--- src/design/irqc_pkg.sv ---
`timescale 1ns / 1ps
// ----------------------------------------------------------------------------
// irqc_pkg
// Shared constants, control-word layout and microcode table of the
// interrupt request controller.
// ----------------------------------------------------------------------------
package irqc_pkg;

    // pin set and field widths
    localparam int PinCount  = 8;
    localparam int PinW      = $clog2(PinCount);
    localparam int VectorW   = 8;
    localparam int CmdW      = 2;
    localparam int CfgIndexW = 2;
    localparam int CfgDataW  = 8;
    localparam int StepW     = 3;
    localparam logic [VectorW-1:0] VectorBaseReset = 8'd32;

    // command codes
    localparam logic [CmdW-1:0] CmdRaise  = 2'd0;
    localparam logic [CmdW-1:0] CmdClear  = 2'd1;
    localparam logic [CmdW-1:0] CmdEoi    = 2'd2;
    localparam logic [CmdW-1:0] CmdUnused = 2'd3;

    // configuration register indexes
    localparam logic [CfgIndexW-1:0] RegIrqMask    = 2'd0;
    localparam logic [CfgIndexW-1:0] RegAutoEoi    = 2'd1;
    localparam logic [CfgIndexW-1:0] RegVectorBase = 2'd2;

    // datapath actions
    localparam logic [2:0] ActNone    = 3'd0;
    localparam logic [2:0] ActLatch   = 3'd1;
    localparam logic [2:0] ActUpdate  = 3'd2;
    localparam logic [2:0] ActVisit   = 3'd3;
    localparam logic [2:0] ActClrIns  = 3'd4;

    // jump conditions
    localparam logic [2:0] CondNever    = 3'd0;
    localparam logic [2:0] CondAlways   = 3'd1;
    localparam logic [2:0] CondNoItem   = 3'd2;
    localparam logic [2:0] CondSkip     = 3'd3;
    localparam logic [2:0] CondEoi      = 3'd4;
    localparam logic [2:0] CondNoCpu    = 3'd5;
    localparam logic [2:0] CondScanMore = 3'd6;

    // program addresses
    localparam logic [StepW-1:0] StepFetch  = 3'd0;
    localparam logic [StepW-1:0] StepDecode = 3'd1;
    localparam logic [StepW-1:0] StepKind   = 3'd2;
    localparam logic [StepW-1:0] StepUpdate = 3'd3;
    localparam logic [StepW-1:0] StepScan   = 3'd4;
    localparam logic [StepW-1:0] StepDone   = 3'd5;
    localparam logic [StepW-1:0] StepEoi    = 3'd6;
    localparam logic [StepW-1:0] StepSpare  = 3'd7;

    typedef struct packed {
        logic             ready;
        logic [2:0]       act;
        logic [2:0]       cond;
        logic [StepW-1:0] target;
    } ucode_t;

    // control store: one word per step
    function automatic ucode_t ucode_rom(input logic [StepW-1:0] step);
        ucode_t w;
        case (step)
            StepFetch:  w = '{1'b1, ActLatch,  CondNoItem,   StepFetch};
            StepDecode: w = '{1'b0, ActNone,   CondSkip,     StepFetch};
            StepKind:   w = '{1'b0, ActNone,   CondEoi,      StepEoi};
            StepUpdate: w = '{1'b0, ActUpdate, CondNoCpu,    StepFetch};
            StepScan:   w = '{1'b0, ActVisit,  CondScanMore, StepScan};
            StepDone:   w = '{1'b0, ActNone,   CondAlways,   StepFetch};
            StepEoi:    w = '{1'b0, ActClrIns, CondAlways,   StepFetch};
            default:    w = '{1'b0, ActNone,   CondAlways,   StepFetch};
        endcase
        return w;
    endfunction

endpackage

--- src/design/interrupt_request_controller.sv ---
`timescale 1ns / 1ps
// ----------------------------------------------------------------------------
// interrupt_request_controller
// Interrupt controller without priorities, run by a small microcode program:
// pending and in-service bitsets, ascending scan, one transaction per
// delivered interrupt.
// ----------------------------------------------------------------------------
//  channel  | direction | handshake           | payload
//  ---------+-----------+---------------------+----------------------------------
//  s_       | in        | s_valid / s_ready   | s_cmd, s_pin_number, s_cpu_accepts
//  m_       | out       | m_valid / m_ready   | m_vector, m_source_pin, m_last
//  cfg_     | in        | cfg_wr_en           | cfg_index, cfg_wdata
//
// A raise or clear that scans: fetch, two decode steps, the pending update,
// one scan step per pin (eight), a closing step. End-of-interrupt: fetch, two
// decode steps, in-service clear; ignored: fetch, decode; refused: to update.
// The scan step waits in place while a delivered vector is still in the
// output register and the next one is due.
// Synchronous active-low reset clears both bitsets and the output valid flag and
// restores irq_mask 0, auto_eoi 0, vector_base 32.
// ----------------------------------------------------------------------------
module interrupt_request_controller (
    input  logic                           aclk,
    input  logic                           aresetn,
    // input channel
    input  logic                           s_valid,
    output logic                           s_ready,
    input  logic [irqc_pkg::CmdW-1:0]      s_cmd,
    input  logic [irqc_pkg::PinW-1:0]      s_pin_number,
    input  logic                           s_cpu_accepts,
    // result channel
    output logic                           m_valid,
    input  logic                           m_ready,
    output logic [irqc_pkg::VectorW-1:0]   m_vector,
    output logic [irqc_pkg::PinW-1:0]      m_source_pin,
    output logic                           m_last,
    // configuration
    input  logic                           cfg_wr_en,
    input  logic [irqc_pkg::CfgIndexW-1:0] cfg_index,
    input  logic [irqc_pkg::CfgDataW-1:0]  cfg_wdata
);

    localparam int PinCount = irqc_pkg::PinCount;
    localparam int PinW     = irqc_pkg::PinW;

    // sequencer
    logic [irqc_pkg::StepW-1:0] step_reg, step_next;
    irqc_pkg::ucode_t           uw;
    logic                       jump;

    // configuration
    logic [PinCount-1:0]             irq_mask_reg;
    logic                            auto_eoi_reg;
    logic [irqc_pkg::VectorW-1:0]    vector_base_reg;

    // state and latched transaction
    logic [PinCount-1:0]        pending_reg, pending_next;
    logic [PinCount-1:0]        in_service_reg, in_service_next;
    logic [irqc_pkg::CmdW-1:0]  cmd_reg;
    logic [PinW-1:0]            pin_reg;
    logic                       accepts_reg;
    logic [PinW-1:0]            scan_pin_reg, scan_pin_next;

    // output register
    logic                          m_valid_reg, m_valid_next;
    logic [irqc_pkg::VectorW-1:0]  vector_reg, vector_next;
    logic [PinW-1:0]               source_reg, source_next;
    logic                          last_reg, last_next;

    // scan helpers
    logic [PinCount-1:0] eligible;
    logic [PinCount-1:0] above;
    logic                hit;
    logic                stall;
    logic                in_accept;
    logic                skip_item;

    assign uw        = irqc_pkg::ucode_rom(step_reg);
    assign s_ready   = uw.ready;
    assign in_accept = s_valid && uw.ready;

    assign m_valid      = m_valid_reg;
    assign m_vector     = vector_reg;
    assign m_source_pin = source_reg;
    assign m_last       = last_reg;

    // pins that would be delivered now, and those above the scan position
    assign eligible = pending_reg & ~irq_mask_reg & ~in_service_reg;
    always_comb begin
        for (int i = 0; i < PinCount; i++) begin
            above[i] = (i > int'(scan_pin_reg));
        end
    end
    assign hit   = eligible[scan_pin_reg];
    assign stall = hit && m_valid_reg && !m_ready;

    assign skip_item = (cmd_reg == irqc_pkg::CmdUnused) ||
                       ((cmd_reg == irqc_pkg::CmdRaise) && irq_mask_reg[pin_reg]);

    // jump condition select
    always_comb begin
        case (uw.cond)
            irqc_pkg::CondNever:    jump = 1'b0;
            irqc_pkg::CondAlways:   jump = 1'b1;
            irqc_pkg::CondNoItem:   jump = !s_valid;
            irqc_pkg::CondSkip:     jump = skip_item;
            irqc_pkg::CondEoi:      jump = (cmd_reg == irqc_pkg::CmdEoi);
            irqc_pkg::CondNoCpu:    jump = !accepts_reg;
            irqc_pkg::CondScanMore: jump = stall || (scan_pin_reg != PinW'(PinCount - 1));
            default:                jump = 1'b1;
        endcase
        step_next = jump ? uw.target : step_reg + 1'b1;
    end

    // datapath actions
    always_comb begin
        pending_next    = pending_reg;
        in_service_next = in_service_reg;
        scan_pin_next   = scan_pin_reg;
        m_valid_next    = m_valid_reg && !m_ready;
        vector_next     = vector_reg;
        source_next     = source_reg;
        last_next       = last_reg;
        case (uw.act)
            irqc_pkg::ActUpdate: begin
                if (cmd_reg == irqc_pkg::CmdRaise) begin
                    pending_next[pin_reg] = 1'b1;
                end else begin
                    pending_next[pin_reg] = 1'b0;
                end
                scan_pin_next = '0;
            end
            irqc_pkg::ActVisit: begin
                if (!stall) begin
                    if (hit) begin
                        m_valid_next  = 1'b1;
                        vector_next   = vector_base_reg +
                                        irqc_pkg::VectorW'(scan_pin_reg);
                        source_next   = scan_pin_reg;
                        last_next     = ~|(eligible & above);
                        pending_next[scan_pin_reg] = 1'b0;
                        if (!auto_eoi_reg) begin
                            in_service_next[scan_pin_reg] = 1'b1;
                        end
                    end
                    scan_pin_next = scan_pin_reg + 1'b1;
                end
            end
            irqc_pkg::ActClrIns: begin
                in_service_next = '0;
            end
            default: begin
            end
        endcase
    end

    // control state
    always_ff @(posedge aclk) begin
        if (!aresetn) begin
            step_reg        <= irqc_pkg::StepFetch;
            pending_reg     <= '0;
            in_service_reg  <= '0;
            m_valid_reg     <= 1'b0;
            irq_mask_reg    <= '0;
            auto_eoi_reg    <= 1'b0;
            vector_base_reg <= irqc_pkg::VectorBaseReset;
        end else begin
            step_reg       <= step_next;
            pending_reg    <= pending_next;
            in_service_reg <= in_service_next;
            m_valid_reg    <= m_valid_next;
            if (cfg_wr_en) begin
                case (cfg_index)
                    irqc_pkg::RegIrqMask:    irq_mask_reg    <= cfg_wdata[PinCount-1:0];
                    irqc_pkg::RegAutoEoi:    auto_eoi_reg    <= cfg_wdata[0];
                    irqc_pkg::RegVectorBase: vector_base_reg <= cfg_wdata;
                    default: begin
                    end
                endcase
            end
        end
    end

    // payload registers
    always_ff @(posedge aclk) begin
        if (in_accept && (uw.act == irqc_pkg::ActLatch)) begin
            cmd_reg     <= s_cmd;
            pin_reg     <= s_pin_number;
            accepts_reg <= s_cpu_accepts;
        end
        scan_pin_reg <= scan_pin_next;
        vector_reg   <= vector_next;
        source_reg   <= source_next;
        last_reg     <= last_next;
    end

endmodule
--- config.mk ---
export PLATFORM = sky130hd
export DESIGN_NAME = interrupt_request_controller
export DESIGN_NICKNAME = d
export VERILOG_FILES = /design/src/design/irqc_pkg.sv /design/src/design/interrupt_request_controller.sv
export SDC_FILE = /design/constraint.sdc
export NUM_CORES = 1
export LEC_CHECK = 0
export BUFFER_PORTS_ARGS = -buffer_cell sky130_fd_sc_hd__buf_2
export CORE_ASPECT_RATIO = 0.5
export CORE_MARGIN = 2
export CORE_UTILIZATION = 55
export CTS_CLUSTER_SIZE = 30
export DETAILED_ROUTE_END_ITERATION = 8
export PLACE_DENSITY = 0.86
export RECOVER_POWER = 25
export SETUP_SLACK_MARGIN = 0.2
export SYNTH_ARGS = -nofsm -noshare
export SYNTH_HDL_FRONTEND = slang
export SYNTH_SLANG_ARGS = --single-unit
--- constraint.sdc ---
create_clock -name aclk -period 2.7 [get_ports aclk]
set_input_delay 0.54 -clock aclk [delete_from_list [all_inputs] [get_ports aclk]]
set_output_delay 0.54 -clock aclk [all_outputs]
set_load 0.02 [all_outputs]
Word level (Yosys, flattened, before mapping)
Index checks and enable logic that the tools add are counted.

word-level totals
  flip-flop bits (word level) = 58
  input port bits = 21
  output and inout bits = 14

operators by class
  add/subtract/negate cells = 3
  $lt $le $gt $ge = 11
  equal/unequal tests = 22
  mux-type cells = 24
  bitwise gates (word level) = 12
  reduce and logical (&&, ||, !) cells = 28

operators with widths
  operator                                                                              number
  10-bit case mux with 6 select lines                                                   1
  8-bit two-way mux                                                                     6
  8-bit bitwise AND                                                                     5
  8-bit NOT                                                                             4
  8-bit case mux with 2 select lines                                                    2
  3-bit by 2-bit == test with 1-bit output (second input constant)                      6
  3-bit == test (second input constant)                                                 6
  8-bit OR                                                                              2
  3-bit greater-than comparator (first input constant)                                  4
  8-bit by 3-bit adder with 8-bit output                                                1
  1-bit logical AND                                                                     8
  3-bit by 4-bit < comparator with 1-bit output (second input constant)                 2
  2-bit AND reduction                                                                   4
  8-bit OR reduction                                                                    1
  1-bit two-way mux                                                                     7
  3-bit by 1-bit adder with 3-bit output (second input constant)                        2
  1-bit binary-select mux with 3-bit select                                             2
  1-bit demux with 3-bit select                                                         2
  2-bit == test (second input constant)                                                 3
  3-bit by 1-bit == test with 1-bit output (second input constant)                      2
  3-bit by 1-bit greater-or-equal comparator with 1-bit output (second input constant)  2
  2-bit by 3-bit greater-than comparator with 1-bit output (first input constant)       2
  3-bit zero test                                                                       2
  3-bit two-way mux                                                                     2
  13 further kinds                                                                      22

Depth between registers and ports, before layout
  depth in word-level cells = 10
  mapped depth = 10

Worst setup path before layout
Ideal clock, no wire load.

  path kind = register -> register
  start point = reg step_reg[0] in the netlist's numbering
  end point = reg last_reg, in the netlist m_last (enable)
  data arrival time = 1.938 ns
  required time = 2.356 ns
  slack = 0.417 ns
  stages on the path, launching flop included = 8
  clock period less this slack = 2.283 ns
  cell sequence = dfxtp_1 ha_1 ha_1 o31ai_2 a211oi_4 and3_1 nand3_2 inv_1

between the ends
  longest elaborated chain between the ends = 4
  elaborated cells on any way between the ends = 9
  classes of those cells = 6 x eq/ne; 1 x mux; 2 x reduce/logical

RTL lines
  what                                          RTL line                             text
  from (decl)                                   interrupt_request_controller.sv:47   logic [irqc_pkg::StepW-1:0] step_reg, step_next;
  from (signal assigned)                        interrupt_request_controller.sv:160  step_reg <= irqc_pkg::StepFetch;
  from (signal assigned)                        interrupt_request_controller.sv:168  step_reg <= step_next;
  3-bit == test, or another cell as far along   irqc_pkg.sv:66                       case (step)
  10-bit case mux with 6 select lines (*)       irqc_pkg.sv:66
  3-bit by 2-bit == test with 1-bit output (*)  interrupt_request_controller.sv:124  case (uw.act)
  3-bit AND reduction (no line) (*)             -
  to (signal assigned)                          interrupt_request_controller.sv:194  last_reg <= last_next;
  to (decl)                                     interrupt_request_controller.sv:68   logic last_reg, last_next;

Mark *: on every way between the ends. The rest lies on a longest branch, timed or not.
A chain may end at the register's enable or synchronous reset.

Worst setup path after layout
  start point = reg scan_pin_reg[1]
  end point = reg scan_pin_reg[0] (enable)

between the ends
  longest elaborated chain between the ends = 6

RTL lines
  what                                       RTL line                             text
  from (decl)                                interrupt_request_controller.sv:62   logic [PinW-1:0] scan_pin_reg, scan_pin_next;
  from (signal assigned)                     interrupt_request_controller.sv:191  scan_pin_reg <= scan_pin_next;
  1-bit binary-select mux with 3-bit select  interrupt_request_controller.sv:94   assign hit = eligible[scan_pin_reg];
  1-bit two-way mux (not written as such)    interrupt_request_controller.sv:94
  1-bit logical AND (2 in a row)             interrupt_request_controller.sv:95   assign stall = hit && m_valid_reg && !m_ready;
  2-bit inequality test (no line)            -
  2-bit AND reduction (no line)              -

Every way passes these cells. The select of a mux whose other input is x is not followed.

==> impl_metrics.py <==
metrics = {
    "timing": {
        "timing.setup.tns_ns": 0,
        "hold_viol": 0,
        "setup_ws_ns": 0.339,
        "post-route-min-period_ns": 2.36,
        "setup_viol_count_final": 0,
        "final_max_slew_viol_count": 0,
        "maxClockFrequency_mhz": 424,
        "rsz0062_at_grt": "no",
        "worst_slew_margin_rel_pct": 43.9,
        "post-route-period-util_pct": 87.4,
        "worst-slew-pin-transition_ns": 0.842,
        "final.setup_skew_ns": 0.00836,
    },
    "power_and_ir_drop": {
        "cellLeakagePower_uw": 0.00141,
        "total_power_uw": 3090,
        "powerDensity_nw_per_um2": 848,
        "vdd_ir_drop_max_uv": 410,
    },
    "yosys": {
        "synth_compound_area_share_pct": 14.0,
        "synth-seq-cells": 58,
        "synth-seq-area-share_pct": 44.1,
        "synthArstFlopShare_pct": 0,
        "synth-edff-count": 21,
        "post-synth-top-area-cell": "dfxtp_1",
        "ys_dominant_reg_cell": "dfxtp_1",
        "synth_simple_gate_area_share_pct": 22.4,
        "gate_count_after_technology_mapping": 312,
        "xor_xnor_share_of_the_synthesized_area_pct": 1.97,
        "synth_top_cells_by_area": "dfxtp_1 (24%), edfxtp_1 (20%), mux2i_1 (6.8%), ha_1 (5.2%), nor2b_1 (4.2%)",
        "synth.area.mux_share_pct": 7.84,
        "post-synth-top-area-fraction_pct": 23.8,
        "postSynthNetCount": 347,
        "synth_top_family_by_area": "simple AND/OR/NAND/NOR gates",
        "synthAdderAreaFrac_pct": 5.87,
        "postSynthAreaPerCell_um2": 9.97,
        "synth.yosys.warnings": 0,
        "synth_cell_types": 52,
        "post_synth_instance_area_um2": 3110,
    },
    "clock_tree": {
        "number_of_hold_repair_buffers_added_at_the_cts_stage": 0,
        "worst_setup_hold_path_clk_slew_ns": 0.05,
        "cts_buffers": 9,
        "clock_tree.root_cell": "clkbuf_16",
        "ctsHtreeMaxLevel": 3,
        "clkSinkCount": 58,
        "cts_tree": "done",
        "cts_buffer_depth": 2,
        "clkLatencyLatePin_ns": 0.33,
    },
    "min_path": {
        "hold_path.class": "input pin to register",
        "hold_depth": 1,
    },
    "final_layout": {
        "area_growth_pct": 17.2,
        "layout_cells_excl_fill": 431,
        "final_net_count": 388,
        "mostFrequentLayoutCells": "dfxtp_1 (36), buf_2 (33), nand2_1 (23)",
        "final_antenna_diode_count": 0,
        "drive_gt1_share_pct": 22.3,
        "most_common_cell_after_layout_fill_and_taps_aside": "dfxtp_1",
    },
    "placement": {
        "hpwlAfterDp_um": 5190,
        "portBuffers": 34,
        "place.detailed.instances": 414,
        "place_congestion": 0.900,
        "placement.setup.worst_slack_ns": 0.196,
    },
    "detailed_routing": {
        "drc": 0,
        "route.detailed.wl_per_inst_um": 16.8,
        "detailedRoute.firstPassIterationCount": 5,
        "viasPerCell": 5.96,
        "dr.first_iter.drc_count": 244,
        "via_count": 2569,
        "routed_wl_um": 7220,
        "postRouteAntennaNets": 0,
    },
    "setup_path": {
        "worst-setup-path-type": "register to register",
        "required_time_of_the_critical_path_ns": 2.69,
        "worst_r2r_path_depth": 5,
        "timing.reg2reg.setup_slack_ns": 0.34,
        "critical_path_peak_fanout": 13,
        "arrival_time_worst_endpoint_ns": 2.35,
        "critical_path.startpoint_type": "register",
        "end_kind": "register",
    },
    "global_routing": {
        "groute.usage.overall_pct": 25.3,
        "grt_max_degree": 24,
        "grt_pass1_vias": 2547,
        "initial_antenna_violation_count": 0,
        "grt_first_pass_wirelength_um": 12000,
        "gr_overflow_total": 0,
    },
    "floorplanning": {
        "fp-row-count": 19,
        "die-width_um": 110,
        "floorplan.die_area_um2": 6310,
        "initial_utilization_pct": 56.9,
        "ios": 35,
        "core_area_um2": 5470,
        "die_height_um": 57.2,
    },
    "status": {
        "outcome": "finished clean",
    },
    "run": {
        "cap_viol_max_count": 0,
    },
}
worst paths after layout:
path	startpoint	to
hold / removal	s_cmd[1]	cmd_reg[1]
setup reg to reg	scan_pin_reg[1]	scan_pin_reg[0]
setup / recovery	scan_pin_reg[1]	scan_pin_reg[0]
hold reg to reg	register	register
critical path: stages (launching register included):
cell,delay [ns]
edfxtp_1,0.56
or3b_2,0.57
o22ai_1,0.28
nor4_4,0.10
and2_1,0.18
a31oi_1,0.32
report_power, final:
part	total (uW)	internal (uW)	switching [uW]
combinational	940	387	553
sequential	1140	1020	123
clock	1010	611	396
total	3090	2020	1070
cell type report:
class / count / area, um^2
fillers: 422 / 1820
clock inverters: 6 / 33.8
well taps: 73 / 91.3
repair buffers: 43 / 233
multi-input cells: 227 / 1630
inverters: 14 / 52.6
flip-flops and latches: 58 / 1370
clock buffers: 10 / 229
metal layers:
metal / track usage, % / routed length, um
met5: 0 / 0
met3: 9.37 / 517
met1: 31.0 / 3130
met2: 40.8 / 3340
met4: 10.0 / 233
timing repair:
| action | 4_1_cts | 5_1_grt |
|---|---|---|
| hold endpoints to repair | 0 | 0 |
| pin swaps | 0 | 1 |
| gates resized for setup | 1 | 3 |
| endpoints found under the setup margin | 4 | 25 |
| buffers inserted | 0 | 1 |
Yosys cell counts, drive strengths merged (2+ instances only):
cell type  number
ha             13
edfxtp         21
nand2          23
and3            8
clkbuf          8
or3b            3
a31oi           2
a32oi           2
buf             5
o21ai           9
dfxtp          37
o32ai           5
nor2           21
nor2b          21
nor4            8
nor3            3
a21o            2
nor4b           2
o211ai          3
or2             3
inv            14
a21oi          19
nand3           6
o22ai           9
a21boi          2
mux2i          21
nor3b           7
nand2b          9
nand3b          5
and2            3
xnor2           6
logic make-up (layout without fill, tap and decap cells):
kind of cell	count (synthesis)	count (layout)
AO/OA/AOI/OAI	60	60
buffers and inverters	27	73
adder cells (fa/ha/maj)	14	14
multiplexers	23	23
XOR/XNOR	7	7
flip-flops	58	58
AND/OR/NAND/NOR	123	123
metrics by stage:
| step | util, % | cell area, um^2 | hold slack, ns |
|---|---|---|---|
| after floorplan | - | 3110 | 0.442 |
| after global placement | 61.6 | 3370 | 0.458 |
| after detailed placement | 61.6 | 3370 | 0.475 |
| after CTS | 66.5 | 3630 | 0.378 |
| after global routing | 66.7 | 3650 | 0.375 |
| final | 66.7 | 3650 | 0.387 |
No activity file was read; power rests on OpenSTA's default activity.
